==> src/rtl/core/utf8d_pkg.sv <==
`default_nettype none

package utf8d_pkg;

   localparam logic [20:0] REPLACEMENT  = 21'd63;
   localparam logic [20:0] MIN_TWO      = 21'h000080;
   localparam logic [20:0] MIN_THREE    = 21'h000800;
   localparam logic [20:0] MIN_FOUR     = 21'h010000;
   localparam logic [20:0] MAX_SCALAR   = 21'h10FFFF;
   localparam logic [20:0] SURR_LOW     = 21'h00D800;
   localparam logic [20:0] SURR_HIGH    = 21'h00DFFF;

   localparam logic [7:0]  LEAD_TWO_LO   = 8'hC2;
   localparam logic [7:0]  LEAD_THREE_LO = 8'hE0;
   localparam logic [7:0]  LEAD_FOUR_LO  = 8'hF0;
   localparam logic [7:0]  LEAD_FOUR_HI  = 8'hF4;

   localparam logic [1:0]  CNT_NONE  = 2'd0;
   localparam logic [1:0]  CNT_ONE   = 2'd1;
   localparam logic [1:0]  CNT_TWO   = 2'd2;
   localparam logic [1:0]  CNT_THREE = 2'd3;

   localparam int QUEUE_DEPTH = 4;
   localparam int QUEUE_PTR_W = 2;
   localparam int QUEUE_CNT_W = 3;

   // Results that one decoded byte pushes into the response queue.
   typedef struct packed {
      logic [1:0]  count;
      logic [20:0] code0;
      logic [20:0] code1;
      logic        text_end;
   } utf8d_result_type;

   typedef struct packed {
      logic [20:0] code_point;
      logic        last_of_run;
      logic        end_of_text;
   } utf8d_entry_type;

   // Number of continuation bytes announced by a lead byte; zero when the
   // byte cannot open a multi-byte sequence.
   function automatic logic [1:0] lead_count(input logic [7:0] b);
      logic [1:0] cnt;
      cnt = CNT_NONE;
      if (b >= LEAD_FOUR_LO && b <= LEAD_FOUR_HI) begin
         cnt = CNT_THREE;
      end else if (b >= LEAD_THREE_LO && b < LEAD_FOUR_LO) begin
         cnt = CNT_TWO;
      end else if (b >= LEAD_TWO_LO && b < LEAD_THREE_LO) begin
         cnt = CNT_ONE;
      end
      return cnt;
   endfunction

   // Overlong forms, surrogates and values beyond the code space are replaced.
   function automatic logic [20:0] finish_value(input logic [20:0] code,
                                                input logic [1:0]  len);
      logic [20:0] minimum;
      logic [20:0] value;
      minimum = (len == CNT_ONE) ? MIN_TWO : (len == CNT_TWO) ? MIN_THREE : MIN_FOUR;
      value = code;
      if (code < minimum || code > MAX_SCALAR) begin
         value = REPLACEMENT;
      end else if (code >= SURR_LOW && code <= SURR_HIGH) begin
         value = REPLACEMENT;
      end
      return value;
   endfunction

endpackage

`default_nettype wire

==> src/rtl/core/utf8d_if.sv <==
`default_nettype none

interface utf8d_req_if;
   logic       valid;
   logic       ready;
   logic [7:0] data_byte;
   logic [1:0] bytes_following;

   modport source (output valid, output data_byte, output bytes_following, input ready);
   modport sink (input valid, input data_byte, input bytes_following, output ready);
endinterface

interface utf8d_rsp_if;
   logic        valid;
   logic        ready;
   logic [20:0] code_point;
   logic        last_of_run;
   logic        end_of_text;

   modport source (output valid, output code_point, output last_of_run,
                   output end_of_text, input ready);
   modport sink (input valid, input code_point, input last_of_run,
                 input end_of_text, output ready);
endinterface

`default_nettype wire

==> src/rtl/core/utf8d_decode.sv <==
`default_nettype none

module utf8d_decode (
   input  wire logic                        clock,
   input  wire logic                        reset,
   input  wire logic                        advance,
   input  wire logic [7:0]                  data_byte,
   input  wire logic [1:0]                  bytes_following,
   output utf8d_pkg::utf8d_result_type      result
);

   logic [1:0]  pending_ff, pending_in;
   logic [1:0]  length_ff, length_in;
   logic [20:0] partial_ff, partial_in;

   always_comb begin
      logic [1:0]  cnt;
      logic        lead_emits;
      logic [20:0] lead_code;
      logic [20:0] lead_partial;
      logic [20:0] shifted;
      logic [1:0]  pend_dec;
      logic        is_cont;

      cnt        = utf8d_pkg::lead_count(data_byte);
      lead_emits = !data_byte[7] || cnt == utf8d_pkg::CNT_NONE || cnt > bytes_following;
      lead_code  = data_byte[7] ? utf8d_pkg::REPLACEMENT : {13'd0, data_byte};
      unique case (cnt)
         utf8d_pkg::CNT_ONE:   lead_partial = {16'd0, data_byte[4:0]};
         utf8d_pkg::CNT_TWO:   lead_partial = {17'd0, data_byte[3:0]};
         utf8d_pkg::CNT_THREE: lead_partial = {18'd0, data_byte[2:0]};
         default:              lead_partial = '0;
      endcase
      shifted  = {partial_ff[14:0], data_byte[5:0]};
      pend_dec = pending_ff - 2'd1;
      is_cont  = data_byte[7:6] == 2'b10;

      pending_in      = pending_ff;
      length_in       = length_ff;
      partial_in      = partial_ff;
      result.count    = 2'd0;
      result.code0    = utf8d_pkg::REPLACEMENT;
      result.code1    = lead_code;
      result.text_end = bytes_following == 2'd0;

      if (pending_ff != 2'd0) begin
         if (is_cont) begin
            if (pend_dec == 2'd0) begin
               result.count = 2'd1;
               result.code0 = utf8d_pkg::finish_value(shifted, length_ff);
               pending_in   = '0;
               length_in    = '0;
               partial_in   = '0;
            end else if (bytes_following == 2'd0) begin
               // Text ended in the middle of a sequence.
               result.count = 2'd1;
               pending_in   = '0;
               length_in    = '0;
               partial_in   = '0;
            end else begin
               pending_in = pend_dec;
               partial_in = shifted;
            end
         end else begin
            // The broken sequence gives a replacement, then the byte is
            // taken again as a lead.
            if (lead_emits) begin
               result.count = 2'd2;
               pending_in   = '0;
               length_in    = '0;
               partial_in   = '0;
            end else begin
               result.count = 2'd1;
               pending_in   = cnt;
               length_in    = cnt;
               partial_in   = lead_partial;
            end
         end
      end else begin
         if (lead_emits) begin
            result.count = 2'd1;
            result.code0 = lead_code;
         end else begin
            pending_in = cnt;
            length_in  = cnt;
            partial_in = lead_partial;
         end
      end
   end

   always_ff @(posedge clock) begin
      if (reset) begin
         pending_ff <= '0;
         length_ff  <= '0;
         partial_ff <= '0;
      end else if (advance) begin
         pending_ff <= pending_in;
         length_ff  <= length_in;
         partial_ff <= partial_in;
      end
   end

endmodule

`default_nettype wire

==> src/rtl/core/utf8d_rsp_queue.sv <==
`default_nettype none

module utf8d_rsp_queue (
   input  wire logic                        clock,
   input  wire logic                        reset,
   input  wire logic                        push,
   input  wire utf8d_pkg::utf8d_result_type result,
   output logic                             room,
   utf8d_rsp_if.source                      rsp_chan
);

   utf8d_pkg::utf8d_entry_type entry_ff [utf8d_pkg::QUEUE_DEPTH];

   logic [utf8d_pkg::QUEUE_PTR_W-1:0] wr_ptr_ff, wr_ptr_in;
   logic [utf8d_pkg::QUEUE_PTR_W-1:0] rd_ptr_ff, rd_ptr_in;
   logic [utf8d_pkg::QUEUE_CNT_W-1:0] count_ff, count_in;
   logic [utf8d_pkg::QUEUE_CNT_W-1:0] push_n;
   logic                              pop;
   utf8d_pkg::utf8d_entry_type        first_entry;
   utf8d_pkg::utf8d_entry_type        second_entry;

   // A byte may push two responses, so a new one is taken only with two free slots.
   assign room = count_ff <= utf8d_pkg::QUEUE_CNT_W'(utf8d_pkg::QUEUE_DEPTH - 2);

   assign push_n = push ? {1'b0, result.count} : '0;
   assign pop    = rsp_chan.valid && rsp_chan.ready;

   assign first_entry.code_point   = result.code0;
   assign first_entry.last_of_run  = result.count == 2'd1;
   assign first_entry.end_of_text  = result.count == 2'd1 && result.text_end;
   assign second_entry.code_point  = result.code1;
   assign second_entry.last_of_run = 1'b1;
   assign second_entry.end_of_text = result.text_end;

   always_comb begin
      wr_ptr_in = wr_ptr_ff + push_n[utf8d_pkg::QUEUE_PTR_W-1:0];
      rd_ptr_in = rd_ptr_ff + utf8d_pkg::QUEUE_PTR_W'(pop);
      count_in  = count_ff + push_n - utf8d_pkg::QUEUE_CNT_W'(pop);
   end

   always_ff @(posedge clock) begin
      if (reset) begin
         wr_ptr_ff <= '0;
         rd_ptr_ff <= '0;
         count_ff  <= '0;
      end else begin
         wr_ptr_ff <= wr_ptr_in;
         rd_ptr_ff <= rd_ptr_in;
         count_ff  <= count_in;
      end
   end

   always_ff @(posedge clock) begin
      if (push_n != '0) begin
         entry_ff[wr_ptr_ff] <= first_entry;
      end
      if (push_n == utf8d_pkg::QUEUE_CNT_W'(2)) begin
         entry_ff[wr_ptr_ff + 1'b1] <= second_entry;
      end
   end

   assign rsp_chan.valid       = count_ff != '0;
   assign rsp_chan.code_point  = entry_ff[rd_ptr_ff].code_point;
   assign rsp_chan.last_of_run = entry_ff[rd_ptr_ff].last_of_run;
   assign rsp_chan.end_of_text = entry_ff[rd_ptr_ff].end_of_text;

endmodule

`default_nettype wire

==> src/rtl/core/utf8_validating_decoder.sv <==
// Path: an accepted request is held in the input register, then written into the
// response queue, which offers it; a queue without room holds it in the register.
// Throughput: one request per cycle while the queue has room; the response queue
// drains one response per cycle while ready, so two-response bytes can fill it.
// Reset: synchronous, active high; clears the open sequence, the input
// register and the response queue.
`default_nettype none

module utf8_validating_decoder (
   input  wire logic   clock,
   input  wire logic   reset,
   utf8d_req_if.sink   req_chan,
   utf8d_rsp_if.source rsp_chan
);

   logic       in_valid_ff, in_valid_in;
   logic [7:0] in_byte_ff;
   logic [1:0] in_follow_ff;
   logic       advance;
   logic       room;
   logic       accept;

   utf8d_pkg::utf8d_result_type result;

   assign advance        = in_valid_ff && room;
   assign req_chan.ready = !in_valid_ff || advance;
   assign accept         = req_chan.valid && req_chan.ready;

   always_comb begin
      in_valid_in = in_valid_ff;
      if (accept) begin
         in_valid_in = 1'b1;
      end else if (advance) begin
         in_valid_in = 1'b0;
      end
   end

   always_ff @(posedge clock) begin
      if (reset) begin
         in_valid_ff <= 1'b0;
      end else begin
         in_valid_ff <= in_valid_in;
      end
   end

   always_ff @(posedge clock) begin
      if (accept) begin
         in_byte_ff   <= req_chan.data_byte;
         in_follow_ff <= req_chan.bytes_following;
      end
   end

   utf8d_decode u_decode (
      .clock           (clock),
      .reset           (reset),
      .advance         (advance),
      .data_byte       (in_byte_ff),
      .bytes_following (in_follow_ff),
      .result          (result)
   );

   utf8d_rsp_queue u_queue (
      .clock    (clock),
      .reset    (reset),
      .push     (advance),
      .result   (result),
      .room     (room),
      .rsp_chan (rsp_chan)
   );

endmodule

`default_nettype wire

==> src/flat_wrapper.sv <==
// flat-port wrapper written by rule: the top's interface ports become plain ports
module utf8_validating_decoder_flat 
  (clock, reset, req_chan_valid, req_chan_data_byte, req_chan_bytes_following, req_chan_ready, rsp_chan_valid, rsp_chan_code_point, rsp_chan_last_of_run, rsp_chan_end_of_text, rsp_chan_ready);
  utf8d_req_if req_chan_i ();
  utf8d_rsp_if rsp_chan_i ();
  input  wire logic clock;
  input  wire logic reset;
  input wire logic [$bits(req_chan_i.valid)-1:0] req_chan_valid;
  input wire logic [$bits(req_chan_i.data_byte)-1:0] req_chan_data_byte;
  input wire logic [$bits(req_chan_i.bytes_following)-1:0] req_chan_bytes_following;
  output wire logic [$bits(req_chan_i.ready)-1:0] req_chan_ready;
  output wire logic [$bits(rsp_chan_i.valid)-1:0] rsp_chan_valid;
  output wire logic [$bits(rsp_chan_i.code_point)-1:0] rsp_chan_code_point;
  output wire logic [$bits(rsp_chan_i.last_of_run)-1:0] rsp_chan_last_of_run;
  output wire logic [$bits(rsp_chan_i.end_of_text)-1:0] rsp_chan_end_of_text;
  input wire logic [$bits(rsp_chan_i.ready)-1:0] rsp_chan_ready;
  assign req_chan_i.valid = req_chan_valid;
  assign req_chan_i.data_byte = req_chan_data_byte;
  assign req_chan_i.bytes_following = req_chan_bytes_following;
  assign req_chan_ready = req_chan_i.ready;
  assign rsp_chan_valid = rsp_chan_i.valid;
  assign rsp_chan_code_point = rsp_chan_i.code_point;
  assign rsp_chan_last_of_run = rsp_chan_i.last_of_run;
  assign rsp_chan_end_of_text = rsp_chan_i.end_of_text;
  assign rsp_chan_i.ready = rsp_chan_ready;
  utf8_validating_decoder u_core (.clock(clock), .reset(reset), .req_chan(req_chan_i), .rsp_chan(rsp_chan_i));
endmodule
==> config.mk <==
export PLATFORM = sky130hd
export DESIGN_NAME = utf8_validating_decoder_flat
export DESIGN_NICKNAME = d
export VERILOG_FILES = /design/src/rtl/core/utf8d_pkg.sv /design/src/rtl/core/utf8d_if.sv /design/src/rtl/core/utf8d_decode.sv /design/src/rtl/core/utf8d_rsp_queue.sv /design/src/rtl/core/utf8_validating_decoder.sv /design/src/flat_wrapper.sv
export SDC_FILE = /design/constraint.sdc
export NUM_CORES = 1
export LEC_CHECK = 0
export BUFFER_PORTS_ARGS = -buffer_cell sky130_fd_sc_hd__buf_2
export CORE_MARGIN = 3
export CORE_UTILIZATION = 30
export CTS_BUF_LIST = sky130_fd_sc_hd__clkbuf_16
export DETAILED_ROUTE_END_ITERATION = 7
export SLEW_MARGIN = 20
export SYNTH_ARGS = -nofsm -noshare
export SYNTH_HDL_FRONTEND = slang
export SYNTH_HIERARCHICAL = 1
export SYNTH_SLANG_ARGS = --single-unit
export TNS_END_PERCENT = 5
==> constraint.sdc <==
create_clock -name clock -period 4.2 [get_ports clock]
set_input_delay 0.84 -clock clock [delete_from_list [all_inputs] [get_ports clock]]
set_output_delay 0.84 -clock clock [all_outputs]
set_load 0.03 [all_outputs]
==> results_tabular.tex <==
\begin{tabular}{lr}
\hline
Metric & Value \\
\hline
\multicolumn{2}{l}{\textbf{Synth}} \\
\quad Register area share after synthesis & 52.82\% \\
\quad Cells taking the most area after synthesis & sky130\_fd\_sc\_hd\_\_edfxtp\_1 (44\%), sky130\_fd\_sc\_hd\_\_a22o\_1 (11\%), sky130\_fd\_sc\_hd\_\_dfxtp\_1 (9.2\%) \\
\quad Number of enable flip-flop cells after synthesis & 98 \\
\quad Cell area after technology mapping & a little under 0.007 mm\^{}2 \\
\quad Number of register bits inferred by synthesis & approximately 130 \\
\quad Share of flip-flops with an asynchronous set or reset after synthesis & 0\% \\
\quad Cell type with the highest aggregate area in the netlist & sky130\_fd\_sc\_hd\_\_edfxtp\_1 \\
\quad Dominant synthesized flop cell & sky130\_fd\_sc\_hd\_\_edfxtp\_1 \\
\quad Instance count of the mapped netlist & 529 \\
\quad Synthesized area per cell & approximately 13 um\^{}2 \\
\quad Yosys warnings & 6 \\
\quad Count of cell types in the netlist & 67 \\
\quad Area share of the largest cell type after synthesis & a little over two fifths \\
\multicolumn{2}{l}{\textbf{Run}} \\
\quad MaxCap Viol Count & 0 \\
\multicolumn{2}{l}{\textbf{Final layout}} \\
\quad Area growth from synthesis to layout & 14.06\% \\
\quad Net count of the finished layout & 586 \\
\quad Inserted Diodes & 0 \\
\quad Final standard cell count with taps included and fillers excluded & approximately 850 \\
\quad Layout cell share with drive strength beyond 1 & a little under a quarter \\
\quad Total of fill cells in the finished design & around 2100 \\
\multicolumn{2}{l}{\textbf{Power and ir drop}} \\
\quad Total power & between 3 and 4 mW \\
\quad Power density relative to cell area & between 500 and 600 mW/mm\^{}2 \\
\quad Leakage power of the design & $\sim$2.6 nW \\
\quad Largest voltage drop on the vdd net & 0.2397 mV \\
\multicolumn{2}{l}{\textbf{Placed design}} \\
\quad Cell total after placement & around 820 \\
\quad HPWL after detailed placement & 10.43 mm \\
\quad Pre-CTS WS & approximately 0.17 ns \\
\quad Final weighted congestion in routability-driven placement & just under 0.9 \\
\quad Number of buffer cells added on primary ports & 38 \\
\multicolumn{2}{l}{\textbf{Setup path}} \\
\quad Startpoint kind of the worst setup timing path & flop \\
\quad Startpoint of the most critical register-to-register path & u\_core/in\_byte\_ff[3]\$\_DFFE\_PP\_ \\
\quad Flop2flop setup slack & 0.32 ns \\
\quad Critical Path Fanout Max & 21 \\
\quad Critical path class & flop to flop \\
\quad Critical Path Start & u\_core/in\_byte\_ff[3]\$\_DFFE\_PP\_ \\
\quad Setup crit end kind & flop \\
\quad Critical register-to-register path endpoint & u\_core/u\_queue/entry\_ff[1][2]\$\_DFFE\_PP\_ \\
\quad Arrival time at the worst endpoint & around 4.2 ns \\
\quad Cells on worst reg2reg path & 11 \\
\quad Critical Path RT & $\sim$4.5 ns \\
\multicolumn{2}{l}{\textbf{Min path}} \\
\quad Worst Min Path Start & u\_core/u\_decode/length\_ff[1]\$\_SDFFE\_PP0P\_ \\
\quad Hold EP & u\_core/u\_decode/length\_ff[1]\$\_SDFFE\_PP0P\_ \\
\quad Hold crit path type & flop to flop \\
\quad Cell count of the worst hold path & 2 \\
\multicolumn{2}{l}{\textbf{Global routing}} \\
\quad Wire length of the first global-routing pass & roughly 26 mm \\
\quad Largest net degree at the start of global routing & 28 \\
\quad Grt ovf & 0 \\
\quad GRT Total Usage & between 10\% and 20\% \\
\quad Number of antenna violations at the first check in global routing & 0 \\
\quad Number of global-route vias before repair & $\sim$4700 \\
\multicolumn{2}{l}{\textbf{STA}} \\
\quad Min Clock Period, post-route & slightly below 4 ns \\
\quad Worst clock skew & between 0.007 and 0.008 ns \\
\quad Count of endpoints failing setup in the final report & 0 \\
\quad Final hold vios & 0 \\
\quad Final cycle utilization of the critical path & approximately 92\% \\
\quad Slew at the pin closest to its max-slew limit & roughly 1.0 ns \\
\quad Setup ws final & roughly 0.32 ns \\
\quad Rel. slew slack & between 30\% and 40\% \\
\quad Max-slew violation count & 0 \\
\quad Timing-limited maximum frequency & 257.9 MHz \\
\multicolumn{2}{l}{\textbf{Clocking}} \\
\quad Clock buffers created by TritonCTS & 17 \\
\quad Clock insertion delay at the later pin of the skew report & about 0.42 ns \\
\quad Max Root-Sink Buffers & 2 \\
\quad Number of levels the H-tree was split into & 4 \\
\quad CTS tree & yes \\
\quad Post-CTS clock slew at the launch and capture registers of the worst setup and hold paths & about 0.050 ns \\
\quad Clk sink count & about 130 \\
\quad Clock root buffer master & sky130\_fd\_sc\_hd\_\_clkbuf\_16 \\
\multicolumn{2}{l}{\textbf{Floorplan}} \\
\quad Number of I/O pins & 39 \\
\quad Initial Utilization & 30.72\% \\
\quad Vertical die dimension & between 150 and 200 um \\
\quad Placeable core region & $\sim$0.022 mm\^{}2 \\
\quad Die width & $\sim$160 um \\
\quad Overall die area & about 0.024 mm\^{}2 \\
\quad Number of standard-cell rows in the floorplan & between 50 and 60 \\
\multicolumn{2}{l}{\textbf{Route}} \\
\quad First-pass detailed-route iteration total & 7 \\
\quad Via count & 4488 \\
\quad Detailed router's first-iteration violation count & around 430 \\
\quad DRC violations left & 0 \\
\quad Sum of routed wire length over all layers & $\sim$16 mm \\
\quad Detailed-route vias per instance & about 5.3 \\
\quad Number of routed nets with antenna violations & 0 \\
\quad Final routed wire length divided by cell count & about 19 um \\
\multicolumn{2}{l}{\textbf{Status}} \\
\quad Status & complete, no violations \\
\hline
\end{tabular}
==> how the worst max path moves through the flow <==
stage	end	slack, ns	depth (start not counted)
floorplan	u_core/u_queue/entry_ff[1][0]$_DFFE_PP_	0.43	11
global placement	u_core/u_queue/entry_ff[3][2]$_DFFE_PP_	0.30	12
detailed placement	u_core/u_queue/entry_ff[3][4]$_DFFE_PP_	0.17	12
CTS	u_core/u_queue/entry_ff[1][2]$_DFFE_PP_	0.14	11
global route	u_core/u_queue/count_ff[2]$_SDFF_PP0_	-0.008	16
finish	u_core/u_queue/entry_ff[1][2]$_DFFE_PP_	0.32	11
==> sequential cells by signal, summed over array words and instances, names as in the netlist, 2 cells and up <==
register and cells:
u_core/u_queue/wr_ptr_ff 2, u_core/u_decode/length_ff 2, u_core/u_queue/rd_ptr_ff 2, u_core/u_decode/partial_ff 15
u_core/u_decode/pending_ff 2, u_core/u_queue/entry_ff 92, u_core/in_byte_ff 8, u_core/in_follow_ff 2
u_core/u_queue/count_ff 3
==> worst max-delay path, cell delays in order, from the launching register on <==
cell and delay (ns):
sky130_fd_sc_hd__edfxtp_1 0.47, sky130_fd_sc_hd__or3_1 0.44, sky130_fd_sc_hd__a32oi_1 0.30, sky130_fd_sc_hd__ha_1 0.21, sky130_fd_sc_hd__nor2b_1 0.06, sky130_fd_sc_hd__o21a_1 0.19
sky130_fd_sc_hd__nor4_2 0.37, sky130_fd_sc_hd__a21oi_1 0.19, sky130_fd_sc_hd__buf_4 0.22, sky130_fd_sc_hd__nand2b_1 0.21, sky130_fd_sc_hd__nor3_4 0.77, sky130_fd_sc_hd__a22o_1 0.29
==> through the flow <==
step | hold WS (ns) | instance area (um^2) | util (%) | TNS [ns]
final | 0.4947 | 7695 | 35.04 | 0
after global routing | 0.5145 | 7695 | 35.04 | -0.01057
after CTS | 0.5015 | 7689 | 35.01 | 0
after detailed placement | 0.4912 | 7097 | 32.32 | 0
after global placement | 0.4673 | 7097 | 32.32 | 0
after floorplan | 0.4478 | 6795 | - | 0
==> logic make-up (layout without fill, tap and decap cells) <==
kind of cell    after synthesis  in the layout  share of synthesized area, %
compound gates              151            151                         18.38
simple gates                138            138                         11.89
flops                       129            129                         52.82
buf+inv                      68             99                         5.897
mux                          25             25                         7.975
fa+ha+maj                    12             12                         2.337
xor+xnor                      5              5                        0.6492
other cells                   1             14                       0.05558
==> metal layers <==
metal | track usage [%] | share of wire [%] | vias up | wire length (um)
met5 | 0 | 0 | - | 0
met4 | 4.542 | 1.3 | 0 | 207
met3 | 4.189 | 6.6 | 16 | 1053
met2 | 22.08 | 49 | 138 | 7727
met1 | 17.04 | 43 | 2225 | 6849
li1 | - | - | 2109 | -
==> placed cells by master, fill, tap and decap left out, types with 4 or more instances in the layout <==
cell type                   count
sky130_fd_sc_hd__a21o_1         6
sky130_fd_sc_hd__and2_1        17
sky130_fd_sc_hd__buf_2         38
sky130_fd_sc_hd__a21oi_1       18
sky130_fd_sc_hd__conb_1        14
sky130_fd_sc_hd__clkbuf_16     17
sky130_fd_sc_hd__or2_2          7
sky130_fd_sc_hd__nand3_1       19
sky130_fd_sc_hd__dfxtp_1       30
sky130_fd_sc_hd__mux4_2        23
sky130_fd_sc_hd__ha_1          11
sky130_fd_sc_hd__o21ai_0        8
sky130_fd_sc_hd__edfxtp_1      98
sky130_fd_sc_hd__a22o_1        87
sky130_fd_sc_hd__inv_1         18
sky130_fd_sc_hd__nor2_1        17
sky130_fd_sc_hd__nand2_1       28
sky130_fd_sc_hd__nor2b_1        9
sky130_fd_sc_hd__or3_1          4
sky130_fd_sc_hd__nor3_1         7
sky130_fd_sc_hd__buf_4         12
==> where the power goes <==
| group | internal [mW] | switching (mW) | total [mW] |
|---|---|---|---|
| clock network | 0.927 | 0.541 | 1.47 |
| registers | 1.46 | 0.130 | 1.59 |
| logic | 0.360 | 0.547 | 0.907 |
| total | 2.75 | 1.22 | 3.97 |
==> cells in the mapped netlist, types with 9 or more instances <==
cell,instances
sky130_fd_sc_hd__buf_2,17
sky130_fd_sc_hd__dfxtp_1,31
sky130_fd_sc_hd__inv_1,17
sky130_fd_sc_hd__a22o_1,87
sky130_fd_sc_hd__nand3_1,19
sky130_fd_sc_hd__nor2b_1,9
sky130_fd_sc_hd__nand2_1,28
sky130_fd_sc_hd__mux4_2,23
sky130_fd_sc_hd__o21ai_0,9
sky130_fd_sc_hd__a21oi_1,18
sky130_fd_sc_hd__buf_4,22
sky130_fd_sc_hd__and2_1,17
sky130_fd_sc_hd__nor2_1,17
sky130_fd_sc_hd__edfxtp_1,98
sky130_fd_sc_hd__ha_1,11
==> area by class of cell <==
class | instances | area (um^2) | area share, %
timing repair buffer | 50 | 280.3 | 3.642
sequential | 129 | 3565 | 46.33
clock inverter | 15 | 166.4 | 2.163
inverter | 17 | 63.81 | 0.8293
tap | 280 | 350.3 | 4.553
clock buffer | 17 | 425.4 | 5.528
multi-input combinational | 345 | 2844 | 36.96
==> what timing repair did <==
action                     in CTS  in global routing
setup endpoints to repair       0                 74
hold buffers                    0                  0
buffers inserted                0                  0
gates resized for setup         0                  1
No activity file was read; power rests on OpenSTA's default activity.
